`config.mk`:
```
export PLATFORM = sky130hd
export DESIGN_NAME = uf_ctrl
export DESIGN_NICKNAME = d
export VERILOG_FILES = /design/src/design/uf_pkg.sv /design/src/design/uf_ctrl.sv
export SDC_FILE = /design/constraint.sdc
export NUM_CORES = 1
export LEC_CHECK = 0
export CORE_AREA = 4 4 41 43
export DETAILED_ROUTE_END_ITERATION = 16
export DIE_AREA = 0 0 45 47
export DONT_BUFFER_PORTS = 1
export PLACE_DENSITY = 0.68
export SLEW_MARGIN = 25
export SYNTH_ARGS = -nofsm -noshare
export SYNTH_HDL_FRONTEND = slang
export SYNTH_SLANG_ARGS = --single-unit
```
`constraint.sdc`:
```
create_clock -name clk -period 1.45 [get_ports clk]
set_input_delay 0.145 -clock clk [delete_from_list [all_inputs] [get_ports clk]]
set_output_delay 0.145 -clock clk [all_outputs]
set_load 0.01 [all_outputs]
```
`src/design/uf_pkg.sv`:
```
package uf_pkg;

  // Table geometry and field widths
  localparam int NUM_ELEMENTS = 1024;
  localparam int IDX_W        = 10;
  localparam int SIZE_W       = 11;
  localparam int ENT_W        = SIZE_W + 1;
  localparam int OP_W         = 2;

  // Stream packing
  localparam int IN_DATA_W  = 24;
  localparam int OUT_DATA_W = 24;
  localparam int OUT_PAD_W  = OUT_DATA_W - IDX_W - 1 - SIZE_W;

  localparam logic [SIZE_W-1:0] SIZE_MAX = '1;

  // Request operations
  typedef enum logic [OP_W-1:0] {
    OP_FIND  = 2'd0,
    OP_SAME  = 2'd1,
    OP_SIZE  = 2'd2,
    OP_UNITE = 2'd3
  } uf_op_t;

  // Result selection for the output register
  typedef enum logic [1:0] {
    RES_FIND  = 2'd0,
    RES_SAME  = 2'd1,
    RES_UNITE = 2'd2,
    RES_ERR   = 2'd3
  } uf_res_t;

  // Controller to datapath commands
  typedef struct packed {
    logic    clr;       // write reset entry at clear counter
    logic    accept;    // latch request, start walk at elem_a
    logic    begin_b;   // start walk at elem_b
    logic    rd_cur;    // read table at walk pointer
    logic    walk;      // follow link or capture root
    logic    comp;      // rewrite walked entry to point at root
    logic    store_a;   // keep root/size of elem_a
    logic    store_b;   // keep root/size of elem_b
    logic    pick;      // choose winner root and merged size
    logic    wr_win;    // write winner root entry
    logic    wr_lose;   // link loser root under winner
    logic    out_load;  // load output register
    uf_res_t res_sel;
  } uf_cmd_t;

  // Datapath to controller status
  typedef struct packed {
    uf_op_t op;
    logic   rd_root;     // entry just read is a root
    logic   cur_at_root; // compression pointer reached the root
    logic   roots_eq;    // both operands share a root
    logic   clr_last;    // clear counter at last entry
    logic   in_err;      // incoming request names an index past the table
    logic   out_free;    // output register can take a result
  } uf_sts_t;

endpackage

```
`src/design/uf_ctrl.sv`:
```
module uf_ctrl (
  input  logic            clk,
  input  logic            rst_n,
  input  logic            in_tvalid,
  output logic            in_tready,
  output uf_pkg::uf_cmd_t cmd,
  input  uf_pkg::uf_sts_t sts
);
  import uf_pkg::*;

  typedef enum logic [3:0] {
    S_CLEAR,
    S_IDLE,
    S_FRD,
    S_FWT,
    S_CCHK,
    S_CWT,
    S_EVAL,
    S_UW1,
    S_UW2,
    S_DONE
  } state_t;

  state_t  state_r, state_nxt;
  logic    phase_r, phase_nxt;    // 0: walking elem_a, 1: walking elem_b
  uf_res_t res_sel_r, res_sel_nxt;

  // Next state and commands
  always_comb begin
    state_nxt   = state_r;
    phase_nxt   = phase_r;
    res_sel_nxt = res_sel_r;
    cmd         = '0;
    cmd.res_sel = res_sel_r;
    in_tready   = 1'b0;
    case (state_r)
      S_CLEAR: begin
        cmd.clr = 1'b1;
        if (sts.clr_last) begin
          state_nxt = S_IDLE;
        end
      end
      S_IDLE: begin
        in_tready = 1'b1;
        if (in_tvalid) begin
          cmd.accept = 1'b1;
          phase_nxt  = 1'b0;
          if (sts.in_err) begin
            res_sel_nxt = RES_ERR;
            state_nxt   = S_DONE;
          end else begin
            state_nxt = S_FRD;
          end
        end
      end
      S_FRD: begin
        cmd.rd_cur = 1'b1;
        state_nxt  = S_FWT;
      end
      S_FWT: begin
        cmd.walk = 1'b1;
        if (sts.rd_root) begin
          state_nxt = S_CCHK;
        end
      end
      S_CCHK: begin
        if (sts.cur_at_root) begin
          if (!phase_r) begin
            cmd.store_a = 1'b1;
            if (sts.op == OP_FIND || sts.op == OP_SIZE) begin
              res_sel_nxt = RES_FIND;
              state_nxt   = S_DONE;
            end else begin
              cmd.begin_b = 1'b1;
              phase_nxt   = 1'b1;
              state_nxt   = S_FRD;
            end
          end else begin
            cmd.store_b = 1'b1;
            state_nxt   = S_EVAL;
          end
        end else begin
          cmd.rd_cur = 1'b1;
          state_nxt  = S_CWT;
        end
      end
      S_CWT: begin
        cmd.comp  = 1'b1;
        state_nxt = S_CCHK;
      end
      S_EVAL: begin
        if (sts.op == OP_SAME) begin
          res_sel_nxt = RES_SAME;
          state_nxt   = S_DONE;
        end else if (sts.roots_eq) begin
          res_sel_nxt = RES_FIND;
          state_nxt   = S_DONE;
        end else begin
          cmd.pick  = 1'b1;
          state_nxt = S_UW1;
        end
      end
      S_UW1: begin
        cmd.wr_win = 1'b1;
        state_nxt  = S_UW2;
      end
      S_UW2: begin
        cmd.wr_lose = 1'b1;
        res_sel_nxt = RES_UNITE;
        state_nxt   = S_DONE;
      end
      S_DONE: begin
        if (sts.out_free) begin
          cmd.out_load = 1'b1;
          state_nxt    = S_IDLE;
        end
      end
      default: begin
        state_nxt = S_IDLE;
      end
    endcase
  end

  // State and registered outputs
  always_ff @(posedge clk) begin
    if (!rst_n) begin
      state_r   <= S_CLEAR;
      phase_r   <= 1'b0;
      res_sel_r <= RES_FIND;
    end else begin
      state_r   <= state_nxt;
      phase_r   <= phase_nxt;
      res_sel_r <= res_sel_nxt;
    end
  end

endmodule

```
==> Word-level counts from Yosys, hierarchy flattened <==
Cells that the tools add are included.
W data, S select, Z words.
{ "totals": {"out_inout_bits": 15, "mem_bits_rw": 0, "latch_bits": 0, "reg_bits": 7, "memories": 0, "romBits": 0} }
{ "classes": {"add_sub_neg": 0, "mul": 0, "reduce_logical": 8, "bitwise": 0, "eq_ne": 20, "div_mod_pow": 0, "shifts": 0, "n_mux": 46, "order_cmp": 0} }
{ "ops": {"columns": ["cell", "count"], "rows": [
  ["$mux W4", 10],
  ["$pmux W4 S10", 1],
  ["$mux W1", 23],
  ["$mux W2", 9],
  ["$eq A4 B3 Y1 const B", 4],
  ["$ne A2 B2 Y1 const B", 8],
  ["$eq A4 B2 Y1 const B", 2],
  ["$eq A4 B4 Y1 const B", 2],
  ["$pmux W2 S4", 1],
  ["$reduce_and A7 Y1", 1],
  ["$eq A4 B1 Y1 const B", 1],
  ["$logic_not A4 Y1", 1],
  ["$pmux W1 S2", 2],
  ["$reduce_and A4 Y1", 1],
  ["$reduce_bool A4 Y1", 1],
  ["$ne A3 B3 Y1 const B", 1],
  ["$reduce_and A3 Y1", 1],
  ["$eq A2 B1 Y1 const B", 1],
  ["$eq A2 B2 Y1 const B", 1],
  ["$logic_not A2 Y1", 1],
  ["$reduce_bool A2 Y1", 1],
  ["$logic_or A1 B1 Y1", 1]
]} }

==> Logic depth before layout (Yosys ltp) <==
{ "depth": {"depth_word": 6, "mapped_depth": 6} }

==> Worst setup path before layout <==
No wires, ideal clock.
{ "synth_path": {"kind": "register to register", "startpoint": "register state_r[1]", "endpoint": "register state_r[1]", "period_less_slack_ns": 1.489, "n_path_buf": 1, "arrival_ns": 1.431, "stages_incl_launch_ff": 5, "slack_ns": -0.039, "path_cell_list": "dfxtp_1 -> clkbuf_1 -> mux2_2 -> o22ai_1 -> o221a_2"} }
{ "synth_between": {"elab_chain_cells": 3, "word_cells_on_any_way": 16, "cone_classes": "13 x eq/ne; 1 x mux; 2 x reduce/logical"} }
{ "synth_lines": {"columns": ["element", "line", "source"], "rows": [
  ["from (decl)", "uf_ctrl.sv:24", "state_t state_r, state_nxt;"],
  ["from (signal assigned)", "uf_ctrl.sv:131", "state_r <= state_nxt;"],
  ["$eq A4 B2 Y1 (tied with other cells)", "uf_ctrl.sv:36", "case (state_r)"],
  ["$ne A2 B2 Y1 (no source line)", null, null],
  ["$reduce_and A4 Y1 (no source line)", null, null]
]} }
Several ways; a longest one is shown, not always the timed one.
A chain may end at the register's enable or synchronous reset.

==> metrics.md <==
| Metric | Value |
|---|---|
| Outcome | `finished with violations` |
| Failing checks | `negative setup slack` |
| Dpl cells | `between 100 and 150` |
| Syn Area/Cell | `~7.5 um^2` |
| Final hold violations | `0` |
| Final Setup Violations | `10` |
| Grt total ovfl | `0` |
| Flip-flop and latch count after synthesis | `7` |
| CP max stage delay | `0.38 ns` |
| Measured slew at the worst slew-check pin | `between 0.3 and 0.4 ns` |
| Vias post-DR | `just over 900` |
| Detailed Route WL | `approximately 3 mm` |
| Detail Placement HPWL | `about 1.7 mm` |
| Dpl ws | `-0.0588 ns` |
| Adder-cell share of the synthesized area | `0` |
| Final Non-Filler Cells | `between 100 and 150` |
| Diodes inserted | `0` |
| Sequential Area | `155 um^2` |
| First-pass GRT wire length | `slightly above 4 mm` |
| Initial Utilization | `0.521` |
| Post-synthesis sequential area ratio | `0.207` |
| Die H | `between 40 and 50 um` |
| Final nets | `137` |
| LEAKAGE | `0.475 nW` |
| Unrepaired setup endpoints after global routing | `yes` |
| Mapped Area | `roughly 680 um^2` |
| Die area | `~0.0021 mm^2` |
| Max-cap viol count | `0` |
| Layout Cell Area excl Fill | `around 0.0011 mm^2` |
| Worst EP arrival | `roughly 1.5 ns` |
| Max-slew violation count | `0` |
| Clock latency at the later pin of the worst-skew pair | `0.27 ns` |
| Horiz. Die Dim | `roughly 45 um` |
| Initial antenna violation count | `0` |
| Max Clock Freq | `approximately 0.62 GHz` |
| Synth Area in Compound Gates | `0.262` |
| EDFF count, synth | `0` |
| Setup Skew | `approximately 0.0034 ns` |
| Synth Area in XOR/XNOR | `0.0129` |
| Yosys cell types | `41` |
| Largest family of logic cells by synthesized area | `simple AND/OR/NAND/NOR gates` |
| Placed Instance Area | `between 800 and 900 um^2` |
| Multiplexer share of the synthesized area | `0.0461` |
| Core Region | `~0.0013 mm^2` |
| Clock Path Buffers | `2` |
| Synth Area in Simple Gates | `0.410` |
| Post-route antenna net violation count | `0` |
| Crit Path Category | `flip-flop to primary output` |
| Initial DRC count | `37` |
| Worst slew margin | `0.738` |
| Ys flop type | `dfxtp_1` |
| Layout cell share with drive strength beyond 1 | `0.536` |
| Worst setup SP type | `flip-flop` |
| Vias in the first global route | `876` |
| Fin Hold WS | `roughly 0.0073 ns` |
| Clock slew at reported path FFs | `around 0.06 ns` |
| Initial DRT Pass Iterations | `4` |
| Cell row count | `13` |
| Syn. warnings | `0` |
| PwrDens | `~550 mW/mm^2` |
| Hold crit path type | `input pin to flip-flop` |
| Max Fanout on Critical Path | `5` |
| Pin count of the biggest net entering global routing | `11` |
| Net Count, Synth | `approximately 100` |
| Synth-to-layout area growth | `67.0%` |
| Critical path, cell by cell | `or3b_4 > buf_6 > nor3_4 > and2_4` |
| Root buf cell | `clkbuf_4` |
| # DRC | `0` |
| Ys async rst share | `0` |
| Fin crit period | `~1.6 ns` |
| VDD IR max | `between 0.5 and 0.6 mV` |
| Wire per inst | `between 20 and 25 um` |
| Num CTS Buffers | `3` |
| Synth Instances | `between 90 and 100` |
| Clk sinks | `7` |
| Final WS setup | `-0.164 ns` |
| FILL cells | `roughly 60` |
| CP max stage cell | `or3b_4` |
| Ports | `26` |
| Footprint of the multi-input gates | `~620 um^2` |
| Placer Congestion | `between 0.8 and 0.9` |
| Total GRT Usage | `0.275` |
| Final period utilization | `1.11` |
| CTS tree | `yes` |
| Vias per cell | `6.53` |
| Critical Path End Type | `primary output` |
| Critical Path RT | `1.31 ns` |
| IO Port Bufs | `0` |
| H-tree Lvls | `1` |
[state kept, by name, indices dropped and copies added (netlist names)]
register	flops
state_r	4
phase_r	1
res_sel_r	2
[Yosys cell counts, types with 3 or more instances]
master    instances  area, um^2
nand2b_1          6        37.5
a21oi_1           4        20.0
nor2b_1           7        43.8
nor2_1            5        18.8
nand2_1           5        18.8
inv_1             3        11.3
o21ai_0           5        25.0
nor3_1            6        30.0
dfxtp_1           7         140
buf_2             4        20.0
[cells by family after synthesis]
group,after synthesis
simple gates,46
compound gates,24
xor+xnor,1
flops,7
mux,3
buf+inv,10
[path summary, 6_finish.rpt]
check | startpoint | endpoint | slack (ns) | depth (start not counted)
min reg2reg | res_sel_r[1] | res_sel_r[1] | 0.53 | 2
min | rst_n | state_r[3] | 0.007 | 1
max | state_r[1] | cmd[11] | -0.16 | 4
max reg2reg | state_r[1] | state_r[3] | -0.09 | 4
[metrics by stage]
stage,util,setup TNS (ns),total power (W)
final,0.870,-1.01,0.000623
after global routing,0.870,-1.48,0.000644
after CTS,0.733,-0.543,0.000553
after detailed placement,0.656,-0.173,0.000354
after global placement,0.656,-0.0940,0.000352
after floorplan,-,0,0.000298
[worst max-delay path: cells and delay by family, from the launching register on]
family / cells / cell delay, ns
AND/OR/NAND/NOR: 3 / 0.70
buffers and inverters: 1 / 0.13
flip-flops: 1 / 0.36
[cell usage in the layout, fill, tap and decap left out, types with 2 or more instances in the layout]
cell | Yosys | routed
buf_4 | 0 | 29
buf_6 | 0 | 6
nor2b_1 | 7 | 5
nand2_1 | 5 | 5
nand2b_1 | 6 | 4
nor2_1 | 5 | 4
o21ai_0 | 5 | 4
dfxtp_4 | 0 | 4
inv_1 | 3 | 3
nor3_4 | 0 | 3
a21oi_1 | 4 | 3
clkbuf_4 | 0 | 3
dfxtp_1 | 7 | 3
nor4_4 | 0 | 2
nand2b_4 | 0 | 2
nor2b_2 | 0 | 2
and3_1 | 2 | 2
and2_4 | 0 | 2
a221oi_2 | 1 | 2
mux2i_1 | 2 | 2
nor3_1 | 6 | 2
a21o_1 | 2 | 2
or3_1 | 2 | 2
[layout make-up]
cell class,count,share of cell area
Multi-Input combinational cell,74,0.548
Timing Repair Buffer,37,0.265
Sequential cell,7,0.137
Clock buffer,4,0.0232
Tap cell,15,0.0166
Inverter,3,0.00994
[where the power goes]
group          leakage (nW)  switching, W  total [W]  internal, W
combinational         0.400      0.000100   0.000211     0.000110
clock                0.0150     0.0000919   0.000198     0.000106
sequential           0.0600     0.0000166   0.000214     0.000197
[per-layer routing]
layer / wire (um) / vias to the layer above / track usage
met5: 0 / - / 0
met4: 108 / 0 / 0.187
met3: 275 / 14 / 0.0881
met2: 1400 / 56 / 0.435
met1: 1210 / 434 / 0.318
li1: - / 410 / -
[what timing repair did]
action / in CTS / in global routing
gates resized for setup: 13 / 28
pin swaps: 2 / 8
hold endpoints to repair: 1 / 0
hold buffers: 1 / 0
buffers inserted: 2 / 9
endpoints found under the setup margin: 16 / 16
Power figures use the tool's default switching activity.
